==> src/design/swba_pkg.sv <==
package swba_pkg;

    // Field and register widths.
    localparam int SAMPLE_BITS   = 12;
    localparam int COUNT_BITS    = 16;
    localparam int SUM_BITS      = SAMPLE_BITS + COUNT_BITS;
    localparam int WIN_BITS      = 16;
    localparam int VPB_BITS      = 20;
    localparam int VOLT_BITS     = 24;
    localparam int GAIN_BITS     = 20;
    localparam int FACTOR_BITS   = 20;
    localparam int CFG_IDX_BITS  = 3;
    localparam int CFG_DATA_BITS = 24;

    // Shared multiplier operands and product.
    localparam int MUL_A_BITS = (SUM_BITS + 1 > GAIN_BITS) ? SUM_BITS + 1 : GAIN_BITS;
    localparam int MUL_B_BITS = (VPB_BITS + 1 > VOLT_BITS + 1) ? VPB_BITS + 1 : VOLT_BITS + 1;
    localparam int PROD_BITS  = MUL_A_BITS + MUL_B_BITS;

    // Divider: floor(sum * vpb / 16) divided by the count, 24 quotient bits.
    localparam int DIVIDEND_BITS = SUM_BITS + VPB_BITS - 4;
    localparam int QUOT_BITS     = VOLT_BITS;
    localparam int HI_BITS       = DIVIDEND_BITS - QUOT_BITS;
    localparam int CMP_BITS      = (HI_BITS > COUNT_BITS) ? HI_BITS : COUNT_BITS;
    localparam int ITER_BITS     = $clog2(QUOT_BITS);

    // Factor arithmetic after the shift by 16.
    localparam int FSUM_BITS = PROD_BITS - 15;
    localparam int ONE_Q16   = 65536;

    // Width for comparing counts with the window length.
    localparam int CW_BITS = (COUNT_BITS > WIN_BITS) ? COUNT_BITS : WIN_BITS;

    // Register reset values.
    localparam logic [WIN_BITS-1:0]  WINDOW_RST  = WIN_BITS'(1000);
    localparam logic [VPB_BITS-1:0]  VPB_RST     = VPB_BITS'(8651);
    localparam logic [VOLT_BITS-1:0] MIN_RST     = VOLT_BITS'(589824);
    localparam logic [GAIN_BITS-1:0] GAIN_RST    = '0;
    localparam logic [VOLT_BITS-1:0] NOMINAL_RST = VOLT_BITS'(720896);

    // Configuration register indexes.
    typedef enum logic [CFG_IDX_BITS-1:0] {
        CFG_WINDOW  = 3'd0,
        CFG_VPB     = 3'd1,
        CFG_MIN     = 3'd2,
        CFG_GAIN    = 3'd3,
        CFG_NOMINAL = 3'd4
    } t_cfg_idx;

    // Sequencer states.
    typedef enum logic [2:0] {
        ST_IDLE,
        ST_UPDATE,
        ST_MUL_AVG,
        ST_DIV_GO,
        ST_DIV_WAIT,
        ST_DIFF,
        ST_MUL_FAC,
        ST_FACTOR
    } t_state;

    // Divider control and status.
    typedef struct packed {
        logic start;
    } t_div_ctrl;

    typedef struct packed {
        logic busy;
        logic done;
    } t_div_stat;

endpackage

==> src/design/swba_in_if.sv <==
interface swba_in_if;
    logic                             valid;
    logic                             ready;
    logic [swba_pkg::SAMPLE_BITS-1:0] adc_code;

    modport source (output valid, output adc_code, input ready);
    modport sink   (input valid, input adc_code, output ready);
endinterface

==> src/design/swba_out_if.sv <==
interface swba_out_if;
    logic                                    valid;
    logic                                    ready;
    logic [swba_pkg::VOLT_BITS-1:0]          average_volts;
    logic                                    battery_good;
    logic signed [swba_pkg::FACTOR_BITS-1:0] drive_factor;

    modport source (output valid, output average_volts, output battery_good,
                    output drive_factor, input ready);
    modport sink   (input valid, input average_volts, input battery_good,
                    input drive_factor, output ready);
endinterface

==> src/design/swba_mul.sv <==
module swba_mul (
    input  logic                                    i_clk,
    input  logic signed [swba_pkg::MUL_A_BITS-1:0]  i_a,
    input  logic signed [swba_pkg::MUL_B_BITS-1:0]  i_b,
    output logic signed [swba_pkg::PROD_BITS-1:0]   o_p
);

    logic signed [swba_pkg::PROD_BITS-1:0] r_p;

    // Signed product, registered before anyone uses it.
    always_ff @(posedge i_clk) begin
        r_p <= i_a * i_b;
    end

    assign o_p = r_p;

endmodule

==> src/design/swba_div.sv <==
module swba_div (
    input  logic                               i_clk,
    input  logic                               i_rst_n,
    input  swba_pkg::t_div_ctrl                i_ctrl,
    input  logic [swba_pkg::DIVIDEND_BITS-1:0] i_dividend,
    input  logic [swba_pkg::COUNT_BITS-1:0]    i_divisor,
    output swba_pkg::t_div_stat                o_stat,
    output logic [swba_pkg::QUOT_BITS-1:0]     o_quotient
);

    logic [swba_pkg::COUNT_BITS-1:0] r_rem;
    logic [swba_pkg::QUOT_BITS-1:0]  r_q;
    logic [swba_pkg::ITER_BITS-1:0]  r_iter;
    logic                            r_busy;
    logic                            r_done;

    logic [swba_pkg::CMP_BITS-1:0]   hi_ext;
    logic [swba_pkg::CMP_BITS-1:0]   div_ext;
    logic                            sat;
    logic [swba_pkg::COUNT_BITS:0]   rem2;
    logic [swba_pkg::COUNT_BITS:0]   diff;
    logic                            ge;

    // A high part at or above the divisor means the quotient overflows 24 bits.
    assign hi_ext  = swba_pkg::CMP_BITS'(i_dividend[swba_pkg::DIVIDEND_BITS-1:swba_pkg::QUOT_BITS]);
    assign div_ext = swba_pkg::CMP_BITS'(i_divisor);
    assign sat     = hi_ext >= div_ext;

    // One restoring step: shift in the next dividend bit and try a subtract.
    assign rem2 = {r_rem, r_q[swba_pkg::QUOT_BITS-1]};
    assign diff = rem2 - {1'b0, i_divisor};
    assign ge   = rem2 >= {1'b0, i_divisor};

    // Control state.
    always_ff @(posedge i_clk) begin
        if (!i_rst_n) begin
            r_busy <= 1'b0;
            r_done <= 1'b0;
            r_iter <= '0;
        end else if (i_ctrl.start) begin
            r_busy <= !sat;
            r_done <= sat;
            r_iter <= '0;
        end else if (r_busy) begin
            r_iter <= r_iter + 1'b1;
            if (r_iter == swba_pkg::ITER_BITS'(swba_pkg::QUOT_BITS - 1)) begin
                r_busy <= 1'b0;
                r_done <= 1'b1;
            end
        end else begin
            r_done <= 1'b0;
        end
    end

    // Remainder and quotient shift register.
    always_ff @(posedge i_clk) begin
        if (i_ctrl.start) begin
            r_rem <= hi_ext[swba_pkg::COUNT_BITS-1:0];
            r_q   <= sat ? '1 : i_dividend[swba_pkg::QUOT_BITS-1:0];
        end else if (r_busy) begin
            r_rem <= ge ? diff[swba_pkg::COUNT_BITS-1:0] : rem2[swba_pkg::COUNT_BITS-1:0];
            r_q   <= {r_q[swba_pkg::QUOT_BITS-2:0], ge};
        end
    end

    assign o_stat.busy = r_busy;
    assign o_stat.done = r_done;
    assign o_quotient  = r_q;

endmodule

==> src/design/staggered_window_battery_average.sv <==
// Battery monitor: each accepted 12-bit ADC beat is added into two block sums
// offset by half a window; the fuller sum gives the average voltage (Q8.16),
// the good flag (average above min_volts) and the drop compensation factor
// (signed Q4.16, zero when not good). After reset the first window_length/2
// beats only prime the first sum and give no result. Any other beat runs through
// the sum multiply, the 24-step serial divider that forms the average, the
// difference from nominal and the factor product; once its result is loaded the
// sequencer returns to idle and takes the next beat, and no beat is taken before
// then. An overflowing average skips the divider steps. One shared multiplier
// forms both the scaled sum and the factor product. A finished result waits in
// the output register while the next beat is taken; a result that finds the
// output register still full holds the sequencer until the register is read.
module staggered_window_battery_average (
    input  logic                                i_clk,
    input  logic                                i_rst_n,
    input  logic                                i_cfg_we,
    input  logic [swba_pkg::CFG_IDX_BITS-1:0]   i_cfg_idx,
    input  logic [swba_pkg::CFG_DATA_BITS-1:0]  i_cfg_data,
    swba_in_if.sink                             i_sample,
    swba_out_if.source                          o_result
);

    // Configuration registers.
    logic [swba_pkg::WIN_BITS-1:0]         r_window;
    logic [swba_pkg::VPB_BITS-1:0]         r_vpb;
    logic [swba_pkg::VOLT_BITS-1:0]        r_min;
    logic signed [swba_pkg::GAIN_BITS-1:0] r_gain;
    logic [swba_pkg::VOLT_BITS-1:0]        r_nominal;

    // Window state.
    logic [swba_pkg::SUM_BITS-1:0]   r_sum_first, n_sum_first;
    logic [swba_pkg::SUM_BITS-1:0]   r_sum_second, n_sum_second;
    logic [swba_pkg::COUNT_BITS-1:0] r_cnt_first, n_cnt_first;
    logic [swba_pkg::COUNT_BITS-1:0] r_cnt_second, n_cnt_second;
    logic                            r_priming;

    // Working registers.
    swba_pkg::t_state                        r_state, n_state;
    logic [swba_pkg::SAMPLE_BITS-1:0]        r_sample;
    logic [swba_pkg::SUM_BITS-1:0]           r_sel_sum;
    logic [swba_pkg::COUNT_BITS-1:0]         r_sel_cnt;
    logic [swba_pkg::VOLT_BITS-1:0]          r_avg;
    logic signed [swba_pkg::VOLT_BITS:0]     r_diff;

    // Output register.
    logic                                    r_out_valid;
    logic [swba_pkg::VOLT_BITS-1:0]          r_out_avg;
    logic                                    r_out_good;
    logic signed [swba_pkg::FACTOR_BITS-1:0] r_out_factor;

    // Shared units.
    logic signed [swba_pkg::MUL_A_BITS-1:0]  mul_a;
    logic signed [swba_pkg::MUL_B_BITS-1:0]  mul_b;
    logic signed [swba_pkg::PROD_BITS-1:0]   prod;
    swba_pkg::t_div_ctrl                     div_ctrl;
    swba_pkg::t_div_stat                     div_stat;
    logic [swba_pkg::QUOT_BITS-1:0]          quotient;

    // Update arithmetic.
    logic [swba_pkg::CW_BITS-1:0]            cf_ext, cs_ext, win_ext, half_ext;
    logic                                    prime_now;
    logic                                    clr_first, clr_second;
    logic [swba_pkg::SUM_BITS-1:0]           sample_ext;

    // Factor arithmetic.
    logic signed [swba_pkg::FSUM_BITS-1:0]   fac_sum;
    logic signed [swba_pkg::FACTOR_BITS-1:0] fac_sat;
    logic                                    good;
    logic                                    out_free;
    logic                                    load_out;

    // Configuration writes.
    always_ff @(posedge i_clk) begin
        if (!i_rst_n) begin
            r_window  <= swba_pkg::WINDOW_RST;
            r_vpb     <= swba_pkg::VPB_RST;
            r_min     <= swba_pkg::MIN_RST;
            r_gain    <= swba_pkg::GAIN_RST;
            r_nominal <= swba_pkg::NOMINAL_RST;
        end else if (i_cfg_we) begin
            unique case (swba_pkg::t_cfg_idx'(i_cfg_idx))
                swba_pkg::CFG_WINDOW:  r_window  <= i_cfg_data[swba_pkg::WIN_BITS-1:0];
                swba_pkg::CFG_VPB:     r_vpb     <= i_cfg_data[swba_pkg::VPB_BITS-1:0];
                swba_pkg::CFG_MIN:     r_min     <= i_cfg_data[swba_pkg::VOLT_BITS-1:0];
                swba_pkg::CFG_GAIN:    r_gain    <= i_cfg_data[swba_pkg::GAIN_BITS-1:0];
                swba_pkg::CFG_NOMINAL: r_nominal <= i_cfg_data[swba_pkg::VOLT_BITS-1:0];
                default: begin
                end
            endcase
        end
    end

    // Window bookkeeping: priming check, window wrap and sample add.
    assign cf_ext     = swba_pkg::CW_BITS'(r_cnt_first);
    assign cs_ext     = swba_pkg::CW_BITS'(r_cnt_second);
    assign win_ext    = swba_pkg::CW_BITS'(r_window);
    assign half_ext   = swba_pkg::CW_BITS'(r_window >> 1);
    assign prime_now  = r_priming && (cf_ext < half_ext);
    assign clr_first  = (cf_ext >= win_ext) || (r_cnt_first == '1);
    assign clr_second = (cs_ext >= win_ext) || (r_cnt_second == '1);
    assign sample_ext = swba_pkg::SUM_BITS'(r_sample);

    always_comb begin
        if (prime_now) begin
            n_sum_first  = r_sum_first + sample_ext;
            n_cnt_first  = r_cnt_first + 1'b1;
            n_sum_second = r_sum_second;
            n_cnt_second = r_cnt_second;
        end else begin
            n_sum_first  = (clr_first ? '0 : r_sum_first) + sample_ext;
            n_cnt_first  = (clr_first ? '0 : r_cnt_first) + 1'b1;
            n_sum_second = (clr_second ? '0 : r_sum_second) + sample_ext;
            n_cnt_second = (clr_second ? '0 : r_cnt_second) + 1'b1;
        end
    end

    // Shared multiplier operands: scaled sum first, then the factor product.
    // The factor operands stay selected while the result waits for the output
    // register, so the registered product holds still.
    always_comb begin
        if (r_state == swba_pkg::ST_MUL_FAC || r_state == swba_pkg::ST_FACTOR) begin
            mul_a = swba_pkg::MUL_A_BITS'(r_gain);
            mul_b = swba_pkg::MUL_B_BITS'(r_diff);
        end else begin
            mul_a = $signed(swba_pkg::MUL_A_BITS'(r_sel_sum));
            mul_b = $signed(swba_pkg::MUL_B_BITS'(r_vpb));
        end
    end

    swba_mul u_mul (
        .i_clk (i_clk),
        .i_a   (mul_a),
        .i_b   (mul_b),
        .o_p   (prod)
    );

    swba_div u_div (
        .i_clk      (i_clk),
        .i_rst_n    (i_rst_n),
        .i_ctrl     (div_ctrl),
        .i_dividend (prod[swba_pkg::SUM_BITS+swba_pkg::VPB_BITS-1:4]),
        .i_divisor  (r_sel_cnt),
        .o_stat     (div_stat),
        .o_quotient (quotient)
    );

    // Factor: one plus the floored product over 2^16, clamped to 20 bits.
    assign fac_sum = swba_pkg::FSUM_BITS'($signed(prod[swba_pkg::PROD_BITS-1:16]))
                     + swba_pkg::FSUM_BITS'(swba_pkg::ONE_Q16);
    always_comb begin
        priority if (fac_sum > swba_pkg::FSUM_BITS'(signed'(2 ** (swba_pkg::FACTOR_BITS - 1) - 1)))
            fac_sat = {1'b0, {(swba_pkg::FACTOR_BITS - 1){1'b1}}};
        else if (fac_sum < -swba_pkg::FSUM_BITS'(signed'(2 ** (swba_pkg::FACTOR_BITS - 1))))
            fac_sat = {1'b1, {(swba_pkg::FACTOR_BITS - 1){1'b0}}};
        else
            fac_sat = fac_sum[swba_pkg::FACTOR_BITS-1:0];
    end

    assign good     = r_avg > r_min;
    assign out_free = !r_out_valid || o_result.ready;

    // Sequencer: next state and unit controls.
    always_comb begin
        n_state        = r_state;
        div_ctrl.start = 1'b0;
        load_out       = 1'b0;
        unique case (r_state)
            swba_pkg::ST_IDLE: begin
                if (i_sample.valid) n_state = swba_pkg::ST_UPDATE;
            end
            swba_pkg::ST_UPDATE: begin
                n_state = prime_now ? swba_pkg::ST_IDLE : swba_pkg::ST_MUL_AVG;
            end
            swba_pkg::ST_MUL_AVG: begin
                n_state = swba_pkg::ST_DIV_GO;
            end
            swba_pkg::ST_DIV_GO: begin
                div_ctrl.start = 1'b1;
                n_state        = swba_pkg::ST_DIV_WAIT;
            end
            swba_pkg::ST_DIV_WAIT: begin
                if (div_stat.done) n_state = swba_pkg::ST_DIFF;
            end
            swba_pkg::ST_DIFF: begin
                n_state = swba_pkg::ST_MUL_FAC;
            end
            swba_pkg::ST_MUL_FAC: begin
                n_state = swba_pkg::ST_FACTOR;
            end
            swba_pkg::ST_FACTOR: begin
                if (out_free) begin
                    load_out = 1'b1;
                    n_state  = swba_pkg::ST_IDLE;
                end
            end
            default: n_state = swba_pkg::ST_IDLE;
        endcase
    end

    always_ff @(posedge i_clk) begin
        if (!i_rst_n) begin
            r_state <= swba_pkg::ST_IDLE;
        end else begin
            r_state <= n_state;
        end
    end

    // Window state registers.
    always_ff @(posedge i_clk) begin
        if (!i_rst_n) begin
            r_sum_first  <= '0;
            r_sum_second <= '0;
            r_cnt_first  <= '0;
            r_cnt_second <= '0;
            r_priming    <= 1'b1;
        end else if (r_state == swba_pkg::ST_UPDATE) begin
            r_sum_first  <= n_sum_first;
            r_sum_second <= n_sum_second;
            r_cnt_first  <= n_cnt_first;
            r_cnt_second <= n_cnt_second;
            r_priming    <= prime_now;
        end
    end

    // Working registers along the sequence.
    always_ff @(posedge i_clk) begin
        if (r_state == swba_pkg::ST_IDLE && i_sample.valid) begin
            r_sample <= i_sample.adc_code;
        end
        if (r_state == swba_pkg::ST_UPDATE) begin
            if (n_cnt_second > n_cnt_first) begin
                r_sel_sum <= n_sum_second;
                r_sel_cnt <= n_cnt_second;
            end else begin
                r_sel_sum <= n_sum_first;
                r_sel_cnt <= n_cnt_first;
            end
        end
        if (r_state == swba_pkg::ST_DIV_WAIT && div_stat.done) begin
            r_avg <= quotient;
        end
        if (r_state == swba_pkg::ST_DIFF) begin
            r_diff <= $signed({1'b0, r_avg}) - $signed({1'b0, r_nominal});
        end
    end

    // Output register.
    always_ff @(posedge i_clk) begin
        if (!i_rst_n) begin
            r_out_valid <= 1'b0;
        end else if (load_out) begin
            r_out_valid <= 1'b1;
        end else if (o_result.ready) begin
            r_out_valid <= 1'b0;
        end
    end

    always_ff @(posedge i_clk) begin
        if (load_out) begin
            r_out_avg    <= r_avg;
            r_out_good   <= good;
            r_out_factor <= good ? fac_sat : '0;
        end
    end

    assign i_sample.ready         = (r_state == swba_pkg::ST_IDLE);
    assign o_result.valid         = r_out_valid;
    assign o_result.average_volts = r_out_avg;
    assign o_result.battery_good  = r_out_good;
    assign o_result.drive_factor  = r_out_factor;

    // An accepted beat always moves on to the window update.
    a_accept_update: assert property (@(posedge i_clk) disable iff (!i_rst_n)
        (i_sample.valid && i_sample.ready) |=> (r_state == swba_pkg::ST_UPDATE))
        else $error("accepted beat did not start the window update");

    // Once priming is over, both counts are nonzero, so the divisor is never zero.
    a_counts_nonzero: assert property (@(posedge i_clk) disable iff (!i_rst_n)
        (r_state == swba_pkg::ST_UPDATE) |=>
            (r_priming || (r_cnt_first != '0 && r_cnt_second != '0)))
        else $error("a count is zero after a normal update");

    // The divider only reports completion while the sequencer waits for it.
    a_div_done_wait: assert property (@(posedge i_clk) disable iff (!i_rst_n)
        div_stat.done |-> (r_state == swba_pkg::ST_DIV_WAIT))
        else $error("divider finished outside the wait state");

    // A result without a good battery carries a zero factor.
    a_factor_zero: assert property (@(posedge i_clk) disable iff (!i_rst_n)
        (r_out_valid && !r_out_good) |-> (r_out_factor == '0))
        else $error("nonzero factor on a bad battery result");

endmodule

==> src/flat_wrapper.sv <==
// flat-port wrapper written by rule: the top's interface ports become plain ports
module staggered_window_battery_average_flat 
  (i_clk, i_rst_n, i_cfg_we, i_cfg_idx, i_cfg_data, i_sample_valid, i_sample_adc_code, i_sample_ready, o_result_valid, o_result_average_volts, o_result_battery_good, o_result_drive_factor, o_result_ready);
  swba_in_if i_sample_i ();
  swba_out_if o_result_i ();
  input  logic i_clk;
  input  logic i_rst_n;
  input  logic i_cfg_we;
  input  logic [swba_pkg::CFG_IDX_BITS-1:0] i_cfg_idx;
  input  logic [swba_pkg::CFG_DATA_BITS-1:0] i_cfg_data;
  input wire logic [$bits(i_sample_i.valid)-1:0] i_sample_valid;
  input wire logic [$bits(i_sample_i.adc_code)-1:0] i_sample_adc_code;
  output wire logic [$bits(i_sample_i.ready)-1:0] i_sample_ready;
  output wire logic [$bits(o_result_i.valid)-1:0] o_result_valid;
  output wire logic [$bits(o_result_i.average_volts)-1:0] o_result_average_volts;
  output wire logic [$bits(o_result_i.battery_good)-1:0] o_result_battery_good;
  output wire logic [$bits(o_result_i.drive_factor)-1:0] o_result_drive_factor;
  input wire logic [$bits(o_result_i.ready)-1:0] o_result_ready;
  assign i_sample_i.valid = i_sample_valid;
  assign i_sample_i.adc_code = i_sample_adc_code;
  assign i_sample_ready = i_sample_i.ready;
  assign o_result_valid = o_result_i.valid;
  assign o_result_average_volts = o_result_i.average_volts;
  assign o_result_battery_good = o_result_i.battery_good;
  assign o_result_drive_factor = o_result_i.drive_factor;
  assign o_result_i.ready = o_result_ready;
  staggered_window_battery_average u_core (.i_clk(i_clk), .i_rst_n(i_rst_n), .i_cfg_we(i_cfg_we), .i_cfg_idx(i_cfg_idx), .i_cfg_data(i_cfg_data), .i_sample(i_sample_i), .o_result(o_result_i));
endmodule
==> config.mk <==
export PLATFORM = sky130hd
export DESIGN_NAME = staggered_window_battery_average_flat
export DESIGN_NICKNAME = d
export VERILOG_FILES = /design/src/design/swba_pkg.sv /design/src/design/swba_in_if.sv /design/src/design/swba_out_if.sv /design/src/design/swba_mul.sv /design/src/design/swba_div.sv /design/src/design/staggered_window_battery_average.sv /design/src/flat_wrapper.sv
export SDC_FILE = /design/constraint.sdc
export NUM_CORES = 2
export LEC_CHECK = 0
export ABC_AREA = 1
export BUFFER_PORTS_ARGS = -buffer_cell sky130_fd_sc_hd__buf_2
export CAP_MARGIN = 15
export CORE_MARGIN = 2
export CORE_UTILIZATION = 27
export DETAILED_ROUTE_END_ITERATION = 12
export GPL_TIMING_DRIVEN = 0
export SKIP_LAST_GASP = 1
export SYNTH_ARGS = -nofsm -noshare
export SYNTH_HDL_FRONTEND = slang
export SYNTH_SLANG_ARGS = --single-unit
==> constraint.sdc <==
create_clock -name i_clk -period 8.22 [get_ports i_clk]
set_clock_uncertainty 0.05 [all_clocks]
set_input_delay 1.644 -clock i_clk [delete_from_list [all_inputs] [get_ports i_clk]]
set_output_delay 1.644 -clock i_clk [all_outputs]
set_load 0.02 [all_outputs]
==> impl_metrics.yaml <==
sta:
  rsz0062_at_grt: "yes"
  setup_slack_ps: 122.1
  slew_violations: 0
  setup_violations: 0
  max_freq_mhz: 123.5
  tightest_slew_ps: 1125
  period_needed_ps: 8098
  relSlewSlack_pct: 24.98
  hold_viol: 0
  fin_crit_sh_pct: 98.51
clocking:
  cts_tree: "done"
  cts-root-buf: "clkbuf_16"
  insertion_delay_ps: 630
  numCtsBuffers: 48
  cts_buffer_depth: 3
  clkSlewWorstSetupHoldPaths_ps: 60
  clock-sinks: 444
  h-tree-depth: 2
  postCtsHoldBufs: 0
grt:
  grt.overflow.total: 0
  grt_use_total_pct: 18.65
  antenna_found_initial: 8
  grt_pass1_wl_um: 262200
  grt_max_degree: 35
  grt_pass1_vias: 41590
placement:
  placed_cells: 8414
  io_buffer_count: 90
  pre_cts_ws_ps: -1209
  gp_congestion: 0.9801
  hpwlAfterDp_um: 145900
  postPlaceCellArea_mm2: 0.05316
yosys:
  synthTopCellsByCount: "1261 x inv_1, 934 x nand2_1, 754 x fa_1"
  synthesis.nets: 7040
  syn_avg_cell_area_um2: 8.356
  ys.flop_type: "dfxtp_1"
  synth-edff-count: 190
  yosysUniqueCellTypes: 61
  yosysWarnings: 0
  seq_area_frac_synth_pct: 21.79
  yosysTopAreaCell: "fa_1"
  synth_top_cells_by_area: "fa_1 30%, edfxtp_1 12%, dfxtp_1 10%"
  synth_area_mm2: 0.04951
  syn_inst: 5925
  yosysMostFrequentCell: "inv_1"
  synth_top_area_share_pct: 30.49
  synth-seq-cells: 444
  async_flop_share_pct: 0
worst_setup_path:
  slowest_stage: "fa_1"
  r2r_setup_slack_ps: 120
  critPathArrivalTime_ps: 8580
  r2r-end: "u_core.u_mul.o_p[39]"
  cp-end-kind: "flip-flop"
  rr_startpoint: "u_core.r_state[1]"
  critPathMaxFanout: 10
  crit_path_max_incr_delay_ps: 640
  crit_type: "flip-flop to flip-flop"
  cp-endpoint: "u_core.u_mul.o_p[39]"
  path_common_cell: "fa_1"
  startpoint: "u_core.r_state[1]"
  crit_required_ps: 8700
  rr_worst_depth: 31
  start_kind: "flip-flop"
finish:
  nNetsFinal: 7242
  syn_to_final_growth_pct: 14.17
  fin_cells: 8553
  drive_gt1_share_pct: 9.277
  stdcell_area_mm2: 0.05653
  fin_util_pct: 30.94
floorplanning:
  coreArea_mm2: 0.1827
  start_util_pct: 27.10
  rows: 157
  die_area_mm2: 0.1868
  die_w_um: 432.2
  dieHeight_um: 432.2
  ios: 91
routing:
  drcViolationCount: 0
  drtIter0Drc: 3470
  drt-wirelength-per-cell_um: 20.43
  totalWireLength_um: 174700
  first_pass_iters: 5
  via_per_inst: 4.801
  vias: 41070
  ant_nets: 0
min_path:
  hold_path_class: "flip-flop to flip-flop"
flow_run:
  maxCapViolCount: 0
status:
  status: "completed"
[layout by cell type (no fill, tap or decap), types with 25 or more instances in the layout]
master / instances
inv_1: 1253
nand2_1: 926
fa_1: 746
nor2_1: 636
a21oi_1: 350
o21ai_0: 302
ha_1: 292
dfxtp_1: 253
edfxtp_1: 190
nand3_1: 126
xor2_1: 107
buf_2: 105
clkbuf_1: 88
buf_4: 61
clkbuf_16: 48
xnor2_1: 46
nor3_1: 45
nand4_1: 43
nor2_2: 33
o211ai_1: 33
a21oi_2: 25
[metal layers]
layer | vias up | share of wire, % | track usage [%]
li1 | 18680 | - | -
met1 | 20540 | 42 | 24.79
met2 | 1529 | 47 | 30.98
met3 | 310 | 7.5 | 3.272
met4 | 4 | 3.5 | 5.302
met5 | - | 0.015 | 0
[logic make-up after synthesis]
| kind of cell | share of synthesized area (%) |
|---|---|
| buf+inv | 11.41 |
| xor+xnor | 2.724 |
| simple gates | 15.73 |
| flops | 21.79 |
| mux | 0.02022 |
| fa+ha+maj | 38.50 |
| compound gates | 9.828 |
[state kept, by name (all words and copies together) (netlist names), 20 cells and up]
name                           cells
u_core.r_vpb                      20
u_core.r_diff                     25
u_core.r_gain                     20
u_core.r_min                      24
u_core.r_sum_second               28
u_core.u_mul.o_p                  50
u_core.r_sum_first                28
u_core.o_result.average_volts     24
u_core.u_div.o_quotient           24
u_core.r_avg                      24
u_core.r_nominal                  24
u_core.o_result.drive_factor      20
u_core.r_sel_sum                  28
[how the worst min path moves through the flow]
stage,depth (start not counted),slack [ps],to,from
CTS,0,400,u_core.r_avg[1],u_core.u_div.o_quotient[1]
global placement,0,380,u_core.r_avg[18],u_core.u_div.o_quotient[18]
global route,0,410,u_core.r_avg[13],u_core.u_div.o_quotient[13]
floorplan,2,370,u_core.r_vpb[0],u_core.r_vpb[0]
finish,0,400,u_core.r_avg[1],u_core.u_div.o_quotient[1]
detailed placement,0,390,u_core.r_avg[1],u_core.u_div.o_quotient[1]
[worst max-delay path, delay by kind of cell, from the launching register on]
| kind | cells | cell delay [ps] |
|---|---|---|
| AND/OR/NAND/NOR | 7 | 930 |
| AO/OA/AOI/OAI | 6 | 1120 |
| adder cells (fa/ha/maj) | 8 | 4120 |
| flip-flops | 1 | 290 |
| XOR/XNOR | 1 | 170 |
| buffers and inverters | 9 | 1310 |
[metrics by stage]
stage	hold slack, ps	setup TNS [ps]
floorplan	371.4	0
global placement	378.7	-52700
detailed placement	385.8	-29960
CTS	402.4	0
global route	412.5	-227.8
finish	400.0	0
[final cells by class]
type,instances,area (um2)
inverter,1299,4950
clock inverter,27,386.6
sequential,444,10790
tap,2385,2984
buffer,178,1056
antenna,2,5.005
clock buffer,62,1304
fill,19420,126200
timing repair buffer,155,1180
multi-input combinational,4001,33870
[repair_timing]
item                                    CTS  global route
endpoints found under the setup margin   39            28
pin swaps                                 7            16
buffers inserted                         20            30
resized for setup                       224           168
Power is not shown: default switching activity piles up to over one toggle a cycle in this logic, so the estimate is an artifact.
